<file path="config.mk">
export PLATFORM = sky130hd
export DESIGN_NAME = midi_channel_message_parser_unit
export DESIGN_NICKNAME = d
export VERILOG_FILES = /design/src/rtl/core/mcmp_pkg.sv /design/src/rtl/core/midi_channel_message_parser_unit.sv
export SDC_FILE = /design/constraint.sdc
export NUM_CORES = 1
export LEC_CHECK = 0
export BUFFER_PORTS_ARGS = -buffer_cell sky130_fd_sc_hd__clkbuf_2
export CAP_MARGIN = 30
export CORE_MARGIN = 8
export CORE_UTILIZATION = 32
export DETAILED_ROUTE_END_ITERATION = 8
export PLACE_DENSITY = 0.57
export SYNTH_ARGS = -nofsm -noshare
export SYNTH_HDL_FRONTEND = slang
export SYNTH_SLANG_ARGS = --single-unit
export TNS_END_PERCENT = 5
</file>
<file path="constraint.sdc">
create_clock -name clk_i -period 3.6 [get_ports clk_i]
set_input_delay 0.18 -clock clk_i [delete_from_list [all_inputs] [get_ports clk_i]]
set_output_delay 0.18 -clock clk_i [all_outputs]
set_load 0.01 [all_outputs]
</file>
<file path="src/rtl/core/mcmp_pkg.sv">
package mcmp_pkg;

  localparam logic [7:0] RealtimeMin  = 8'hF8;
  localparam logic [7:0] SysexStart   = 8'hF0;
  localparam logic [7:0] SysexEnd     = 8'hF7;
  localparam logic [7:0] ChanMin      = 8'h80;
  localparam logic [7:0] ChanMax      = 8'hEF;
  localparam logic [7:0] NoStatus     = 8'h00;
  localparam logic [3:0] HiProgram    = 4'hC;
  localparam logic [3:0] HiChanPress  = 4'hD;
  localparam logic [3:0] HiPitchBend  = 4'hE;

  typedef enum logic [2:0] {
    MsgNoteOff    = 3'd0,
    MsgNoteOn     = 3'd1,
    MsgPolyPress  = 3'd2,
    MsgControl    = 3'd3,
    MsgProgram    = 3'd4,
    MsgChanPress  = 3'd5,
    MsgPitchBend  = 3'd6,
    MsgSystem     = 3'd7
  } msg_type_e;

  typedef struct packed {
    msg_type_e   msg_type;
    logic [4:0]  channel;
    logic [6:0]  first_value;
    logic [6:0]  second_value;
    logic [13:0] bend_value;
  } result_t;

  function automatic result_t make_result(logic [7:0] status, logic [6:0] d1,
                                          logic [6:0] d2);
    result_t r;
    r.msg_type     = msg_type_e'(status[6:4]);
    r.channel      = {1'b0, status[3:0]} + 5'd1;
    r.first_value  = d1;
    r.second_value = d2;
    r.bend_value   = '0;
    unique case (status[6:4])
      MsgProgram, MsgChanPress: begin
        r.second_value = '0;
      end
      MsgPitchBend: begin
        r.bend_value   = {d2, d1};
        r.first_value  = '0;
        r.second_value = '0;
      end
      default: begin
      end
    endcase
    return r;
  endfunction

endpackage

</file>
<file path="src/rtl/core/midi_channel_message_parser_unit.sv">
// MIDI channel message parser with running status. One received byte enters per
// transaction on the input channel (in_valid_i / in_stall_o); every completed
// channel message leaves as one transaction on the output channel, with its
// type, channel 1..16, data values and a 14-bit pitch bend value. Real-time
// bytes (0xF8..0xFF) are ignored anywhere; SysEx data and data bytes without
// an active status are dropped. A byte is taken every cycle: decode is one
// pass of logic from the byte and the status registers into the result
// register or the skid entry behind it; that one-entry skid buffer keeps the
// input open while a result waits, so the input stalls only once both hold.
module midi_channel_message_parser_unit (
  input  logic        clk_i,
  input  logic        rst_ni,
  input  logic        in_valid_i,
  output logic        in_stall_o,
  input  logic [7:0]  rx_byte_i,
  output logic        out_valid_o,
  input  logic        out_stall_i,
  output logic [2:0]  msg_type_o,
  output logic [4:0]  channel_o,
  output logic [6:0]  first_value_o,
  output logic [6:0]  second_value_o,
  output logic [13:0] bend_value_o
);

  logic [7:0] status_q, status_d;
  logic [6:0] first_data_q, first_data_d;
  logic       fdv_q, fdv_d;

  logic              out_valid_q, out_valid_d;
  mcmp_pkg::result_t out_q, out_d;
  logic              sk_valid_q, sk_valid_d;
  mcmp_pkg::result_t sk_q, sk_d;

  logic              accept;
  logic              emit;
  mcmp_pkg::result_t res;
  logic              chan_active;
  logic              one_byte;
  logic              out_free;

  assign in_stall_o = sk_valid_q;
  assign accept     = in_valid_i && !sk_valid_q;

  assign chan_active = (status_q >= mcmp_pkg::ChanMin) && (status_q <= mcmp_pkg::ChanMax);
  assign one_byte    = (status_q[7:4] == mcmp_pkg::HiProgram) ||
                       (status_q[7:4] == mcmp_pkg::HiChanPress);

  always_comb begin
    status_d     = status_q;
    first_data_d = first_data_q;
    fdv_d        = fdv_q;
    emit         = 1'b0;
    res          = mcmp_pkg::make_result(status_q, first_data_q, rx_byte_i[6:0]);
    if (accept) begin
      priority if (rx_byte_i >= mcmp_pkg::RealtimeMin) begin
      end else if (rx_byte_i[7]) begin
        fdv_d = 1'b0;
        if (rx_byte_i <= mcmp_pkg::ChanMax || rx_byte_i == mcmp_pkg::SysexStart) begin
          status_d = rx_byte_i;
        end else begin
          status_d = mcmp_pkg::NoStatus;
        end
      end else if (!chan_active) begin
      end else if (one_byte) begin
        fdv_d = 1'b0;
        emit  = 1'b1;
        res   = mcmp_pkg::make_result(status_q, rx_byte_i[6:0], 7'd0);
      end else if (!fdv_q) begin
        first_data_d = rx_byte_i[6:0];
        fdv_d        = 1'b1;
      end else begin
        fdv_d = 1'b0;
        emit  = 1'b1;
      end
    end
  end

  // result register with skid entry behind it
  assign out_free = !out_valid_q || !out_stall_i;

  always_comb begin
    out_valid_d = out_valid_q;
    out_d       = out_q;
    sk_valid_d  = sk_valid_q;
    sk_d        = sk_q;
    if (out_free) begin
      if (sk_valid_q) begin
        out_valid_d = 1'b1;
        out_d       = sk_q;
        sk_valid_d  = emit;
        sk_d        = res;
      end else begin
        out_valid_d = emit;
        out_d       = res;
      end
    end else if (emit) begin
      sk_valid_d = 1'b1;
      sk_d       = res;
    end
  end

  always_ff @(posedge clk_i or negedge rst_ni) begin
    if (!rst_ni) begin
      status_q    <= mcmp_pkg::NoStatus;
      fdv_q       <= 1'b0;
      out_valid_q <= 1'b0;
      sk_valid_q  <= 1'b0;
    end else begin
      status_q    <= status_d;
      fdv_q       <= fdv_d;
      out_valid_q <= out_valid_d;
      sk_valid_q  <= sk_valid_d;
    end
  end

  always_ff @(posedge clk_i) begin
    first_data_q <= first_data_d;
    out_q        <= out_d;
    sk_q         <= sk_d;
  end

  assign out_valid_o    = out_valid_q;
  assign msg_type_o     = out_q.msg_type;
  assign channel_o      = out_q.channel;
  assign first_value_o  = out_q.first_value;
  assign second_value_o = out_q.second_value;
  assign bend_value_o   = out_q.bend_value;

  a_skid_behind_out: assert property (@(posedge clk_i) disable iff (!rst_ni)
    sk_valid_q |-> out_valid_q)
    else $error("skid entry held without a result in the output register");

  a_fdv_two_byte: assert property (@(posedge clk_i) disable iff (!rst_ni)
    fdv_q |-> (chan_active && !one_byte))
    else $error("buffered data byte without a two-byte channel status");

  a_realtime_keeps_state: assert property (@(posedge clk_i) disable iff (!rst_ni)
    (accept && rx_byte_i >= mcmp_pkg::RealtimeMin) |=> ($stable(status_q) && $stable(fdv_q)))
    else $error("real-time byte changed parser state");

  a_out_type_range: assert property (@(posedge clk_i) disable iff (!rst_ni)
    out_valid_q |-> (out_q.msg_type != mcmp_pkg::MsgSystem))
    else $error("result carries a system message type");

endmodule
</file>
==> results of run 1 <==
==> final timing paths <==
path | slack (ns) | to | startpoint
worst max-delay path | 1.34 | sk_q[34] | in_stall_o
worst min-delay path | 0.18 | first_data_q[6] | rx_byte_i[6]
worst max register to register | 1.34 | sk_q[34] | in_stall_o
worst min register to register | 0.55 | status_q[3] | status_q[3]
max in group asynchronous | 3.12 | in_stall_o | rst_ni
min in group asynchronous | 0.26 | out_valid_o | rst_ni
==> through the flow <==
| step | cells | area, µm² |
|---|---|---|
| CTS | 446 | 4433 |
| detailed placement | 430 | 4146 |
| finish | 446 | 4433 |
| global placement | 430 | 4146 |
| global route | 446 | 4433 |
| floorplan | 246 | 3747 |
==> metal layers <==
layer  wire, µm  part of all wire  global-route usage
met5          0                 0                   0
met4        114             0.014             0.04394
met3        421             0.053             0.02723
met2       3727              0.47              0.1603
met1       3612              0.46              0.1310
==> cell usage after synthesis, drive strengths merged, types with 2 or more instances <==
library cell	count	area share
nor2b	2	0.0033
o21ai	10	0.013
o311ai	3	0.0070
nand2b	6	0.010
and2	23	0.038
edfxtp	79	0.63
a21oi	10	0.013
o211ai	4	0.0080
buf	10	0.015
ha	2	0.0067
mux2	28	0.084
inv	3	0.0030
or4	2	0.0040
nand3	13	0.017
dfrtp	11	0.073
nand2	13	0.013
a22o	6	0.014
clkbuf	3	0.0030
==> report_power, final <==
group          total [mW]  internal (mW)  switching [mW]
clock               0.885          0.530           0.355
sequential           1.31           1.26          0.0498
combinational       0.295          0.123           0.171
==> layout make-up <==
cell class	count	area share
Sequential cell	90	0.5972
Multi-Input combinational cell	140	0.2314
Timing Repair Buffer	55	0.06605
Clock buffer	11	0.05250
Tap cell	143	0.04036
Clock inverter	4	0.009879
Inverter	3	0.002540
==> sequential cells by signal, indices dropped and copies added, names as in the netlist <==
name and flops:
fdv_q 1, channel_o 5, out_valid_o 1, second_value_o 7, status_q 8, sk_q 36, msg_type_o 3, first_data_q 7
in_stall_o 1, bend_value_o 14, first_value_o 7
==> cell families (layout without fill, tap and decap cells) <==
| group | Yosys count | in the layout | share of synthesized area |
|---|---|---|---|
| buffers and inverters | 16 | 73 | 0.02070 |
| AOI/OAI and AO/OA | 40 | 40 | 0.07313 |
| adders and majority gates | 2 | 2 | 0.006677 |
| xor gates and xnor gates | 2 | 2 | 0.004675 |
| and+or+nand+nor | 68 | 68 | 0.1042 |
| muxes | 28 | 28 | 0.08414 |
| DFF | 90 | 90 | 0.7065 |
==> worst max-delay path: stages, from the launching register on <==
cell and delay [ns]:
dfrtp_1 0.63, inv_1 0.60, nand3_1 0.17, o21ai_2 0.17
buf_4 0.34
==> flow_metrics.env, run 1 <==
export IMPL_status="finished, final reports clean"
export IMPL_drt_initial_drc_count=170
export IMPL_path_clk_slew_ns=0.06
export IMPL_period_needed_ns=2.261
export IMPL_grt_overflow_total=0
export IMPL_worstSkewPairLatency_ns=0.33
export IMPL_synth_edf_count=79
export IMPL_tns_ns=0
export IMPL_finalCoreUtilization=0.3882
export IMPL_cts_tree="done"
export IMPL_cap_violations=0
export IMPL_drt_antenna_violating_nets=0
export IMPL_powerDensity_mw_per_mm2=561.2
export IMPL_setup_slack_ns=1.339
export IMPL_yosys_warnings=0
export IMPL_period_share=0.6280
export IMPL_cts_buffer_depth=2
export IMPL_drv_slew=0
export IMPL_place_ws_ns=1.315
export IMPL_die_area_mm2=0.01543
export IMPL_num_antenna_cells=0
export IMPL_start_util=0.3282
export IMPL_ios=50
export IMPL_syn_area_mm2=0.003747
export IMPL_io_buffer_count=49
export IMPL_grt_pass1_vias=2292
export IMPL_die_y_um=124.2
export IMPL_hp_class="input port to flip-flop"
export IMPL_grt_max_degree=28
export IMPL_wl_per_cell_um=17.66
export IMPL_seq_area_mm2=0.002648
export IMPL_rows=39
export IMPL_cp_start_kind="flip-flop"
export IMPL_ys_ff_latch=90
export IMPL_yosysUniqueCellTypes=39
export IMPL_syn_nets=260
export IMPL_rsz0062_at_grt="no"
export IMPL_die_x_um=124.2
export IMPL_final_hold_viol_count=0
export IMPL_antenna_found_initial=0
export IMPL_drc=0
export IMPL_layout_common_cells="edfxtp_1 (79), clkbuf_2 (49), mux2_2 (28)"
export IMPL_critPathMaxFanout=23
export IMPL_required_ns=3.60
export IMPL_synthFlopType="edfxtp_1"
export IMPL_multiInputGateArea_mm2=0.001026
export IMPL_first_pass_iters=4
export IMPL_area_delta_synth_final_pct=18.30
export IMPL_cp_end_kind="flip-flop"
export IMPL_relSlewSlack=0.4817
export IMPL_ir_worst_vdd_mv=0.3018
export IMPL_hold_ws_ns=0.1801
export IMPL_viasPerCell=4.951
export IMPL_synth_async_reset_ratio=0.1222
export IMPL_setup_viol=0
export IMPL_cts_setup_buffers=0
export IMPL_cts_hold_buf=1
export IMPL_worstHoldPathCells=1
export IMPL_dr_total_vias=2208
export IMPL_reg2regPathDepth=4
export IMPL_synth_cells=246
export IMPL_skew_ns=0.005803
export IMPL_dp_final_hpwl_um=5348
export IMPL_cts_buffers_inserted=9
export IMPL_coreArea_mm2=0.01142
export IMPL_h_tree_depth=3
export IMPL_crit_arrival_ns=2.26
export IMPL_cts_sinks=90
export IMPL_fmax_mhz=442.3
export IMPL_grt_pass1_wl_um=12650
export IMPL_gp_congestion=0.7477
export IMPL_root_buffer="clkbuf_16"
export IMPL_drive_above_1_share=0.3201
export IMPL_total_power_mw=2.488
export IMPL_global_route_usage_total=0.1026
export IMPL_cts_resized=0
export IMPL_p_leak_nw=1.741
export IMPL_fillCellCount=1108
export IMPL_final_common_cell="edfxtp_1"
export IMPL_critPathKind="flip-flop to flip-flop"
export IMPL_ys_seq_area_frac=0.7065
export IMPL_worst_pin_slew_ns=0.7774
export IMPL_wirelength_um=7875
export IMPL_nets=313
export IMPL_synth_avg_cell_area_um2=15.23
(Power assumes the default switching activity.)
==> inputs of run 2 (changes only) <==
Settings changed: PLACE_DENSITY 0.57 to 0.55.
Clock period 3.6 ns to 2.3 ns, I/O delays scaled along.
==> run 2 against run 1 <==
Sequential share of layout area shrank 1.1 points. Maximum frequency grew 23%. Via count grew 1.2%. Worst hold slack lost 0.060 ns. Critical endpoint is now first_value_o[1]. First-iteration DRC count grew 21%. Clock skew grew 0.0020 ns. Clock power grew 84%.
==> flow_metrics.env, run 2 (synthesis gave the netlist of run 1 again) <==
export IMPL_required_ns=2.45
export IMPL_viasPerCell=4.976
export IMPL_reg2regPathDepth=3
export IMPL_hold_ws_ns=0.1200
export IMPL_design_area_mm2=0.004518
export IMPL_ios=50
export IMPL_cp_start_kind="flip-flop"
export IMPL_min_to="first_data_q[2]"
export IMPL_r2r_slack_ns=0.46
export IMPL_cts_buffer_depth=2
export IMPL_drt_initial_drc_count=205
export IMPL_powerDensity_mw_per_mm2=917.7
export IMPL_start_util=0.3282
export IMPL_global_route_usage_total=0.1030
export IMPL_largest_register_ffs=36
export IMPL_cap_violations=0
export IMPL_crit_arrival_ns=1.99
export IMPL_die_x_um=124.2
export IMPL_dp_final_hpwl_um=5203
export IMPL_final_hold_viol_count=0
export IMPL_root_buffer="clkbuf_16"
export IMPL_grt_pass1_wl_um=12630
export IMPL_p_leak_nw=1.778
export IMPL_area_delta_synth_final_pct=20.57
export IMPL_rows=39
export IMPL_cts_buffers_inserted=9
export IMPL_rsz0062_at_grt="no"
export IMPL_io_buffer_count=49
export IMPL_final_common_cell="edfxtp_1"
export IMPL_cts_setup_buffers=0
export IMPL_antenna_found_initial=0
export IMPL_relSlewSlack=0.5024
export IMPL_finalCoreUtilization=0.3957
export IMPL_worst_pin_slew_ns=0.7465
export IMPL_wl_per_cell_um=17.47
export IMPL_status="finished, final reports clean"
export IMPL_cts_sinks=90
export IMPL_worstHoldPathCells=1
export IMPL_cts_tree="done"
export IMPL_critPathMaxFanout=13
export IMPL_grt_overflow_total=0
export IMPL_drive_above_1_share=0.3333
export IMPL_nets=316
export IMPL_wirelength_um=7842
export IMPL_dr_total_vias=2234
export IMPL_top_register="sk_q"
export IMPL_coreArea_mm2=0.01142
export IMPL_grt_max_degree=39
export IMPL_grt_use_met1=0.1244
export IMPL_drc=0
export IMPL_first_pass_iters=4
export IMPL_path_clk_slew_ns=0.06
export IMPL_drt_antenna_violating_nets=0
export IMPL_hp_class="input port to flip-flop"
export IMPL_fillCellCount=1076
export IMPL_setup_viol=0
export IMPL_cp_end_kind="flip-flop"
export IMPL_fmax_mhz=542.8
export IMPL_ir_worst_vdd_mv=0.3922
export IMPL_worstSkewPairLatency_ns=0.34
export IMPL_rr_startpoint="in_stall_o"
export IMPL_place_area_mm2=0.004177
export IMPL_grtUsageMet3=0.02681
export IMPL_skew_ns=0.007794
export IMPL_critPathKind="flip-flop to flip-flop"
export IMPL_grt_pass1_vias=2311
export IMPL_num_antenna_cells=0
export IMPL_grt_use_met2=0.1688
export IMPL_r2r_end="first_value_o[1]"
export IMPL_period_share=0.8010
export IMPL_drv_slew=0
export IMPL_gp_congestion=0.8273
export IMPL_period_needed_ns=1.842
export IMPL_die_area_mm2=0.01543
export IMPL_h_tree_depth=3
export IMPL_placed_cells=433
export IMPL_top_usage_layer="met2"
export IMPL_layout_common_cells="edfxtp_1 (79), clkbuf_2 (49), mux2_2 (28)"
export IMPL_stdcell_count=449
export IMPL_die_y_um=124.2
export IMPL_tns_ns=0
export IMPL_min_from="rx_byte_i[2]"
[run 2: cell types whose count changed in the layout (fill, tap and decap cells not counted)]
cell	before	now
buf_4	5	8
clkinv_2	2	1
clkinvlp_4	0	1
bufinv_16	1	3
o21ai_2	1	0
o21ai_4	0	1
clkbuf_1	2	0
[run 2: final cells by class]
class | count | area [µm²] | area share
Multi-Input combinational cell | 140 | 1033 | 0.2287
Sequential cell | 90 | 2648 | 0.5860
Clock inverter | 6 | 106.4 | 0.02354
Inverter | 3 | 11.26 | 0.002492
Tap cell | 143 | 178.9 | 0.03960
Timing Repair Buffer | 58 | 315.3 | 0.06979
Clock buffer | 9 | 225.2 | 0.04985
[run 2: worst max path at each step]
stage                 from  cells past startpoint          endpoint
4_1_cts         in_stall_o                      3  first_value_o[1]
3_3_place_gp    in_stall_o                      3  first_value_o[1]
3_5_place_dp    in_stall_o                      3  first_value_o[1]
5_1_grt         in_stall_o                      3  first_value_o[1]
6_report        in_stall_o                      3  first_value_o[1]
2_1_floorplan  out_valid_o                      3           sk_q[0]
[run 2: per-stage QoR]
step	setup WS (ns)	power [mW]
finish	0.4577	4.146
global placement	0.4924	2.555
detailed placement	0.4373	2.556
global route	0.3085	4.297
CTS	0.4271	4.198
floorplan	0.06714	2.343
[run 2: what timing repair did]
action,4_1_cts,5_1_grt
hold endpoints to repair,11,0
gates resized for setup,0,0
hold buffers,1,0
[run 2: power by group]
group / switching [mW] / internal (mW) / total (mW) / leakage, nW
combinational: 0.270 / 0.197 / 0.468 / 0.670
sequential: 0.0754 / 1.97 / 2.04 / 0.949
clock: 0.585 / 1.05 / 1.63 / 0.159
total: 0.931 / 3.22 / 4.15 / 1.78
[run 2: critical path: stages, from the launching register on]
cell       delay, ns
dfrtp_1         0.52
nand4bb_1       0.44
or4_1           0.59
o311ai_1        0.10
[run 2: per-layer routing]
layer	wire length, µm	up-vias
met5	0	-
met4	138	0
met3	353	11
met2	3792	57
met1	3557	1116
li1	-	1050
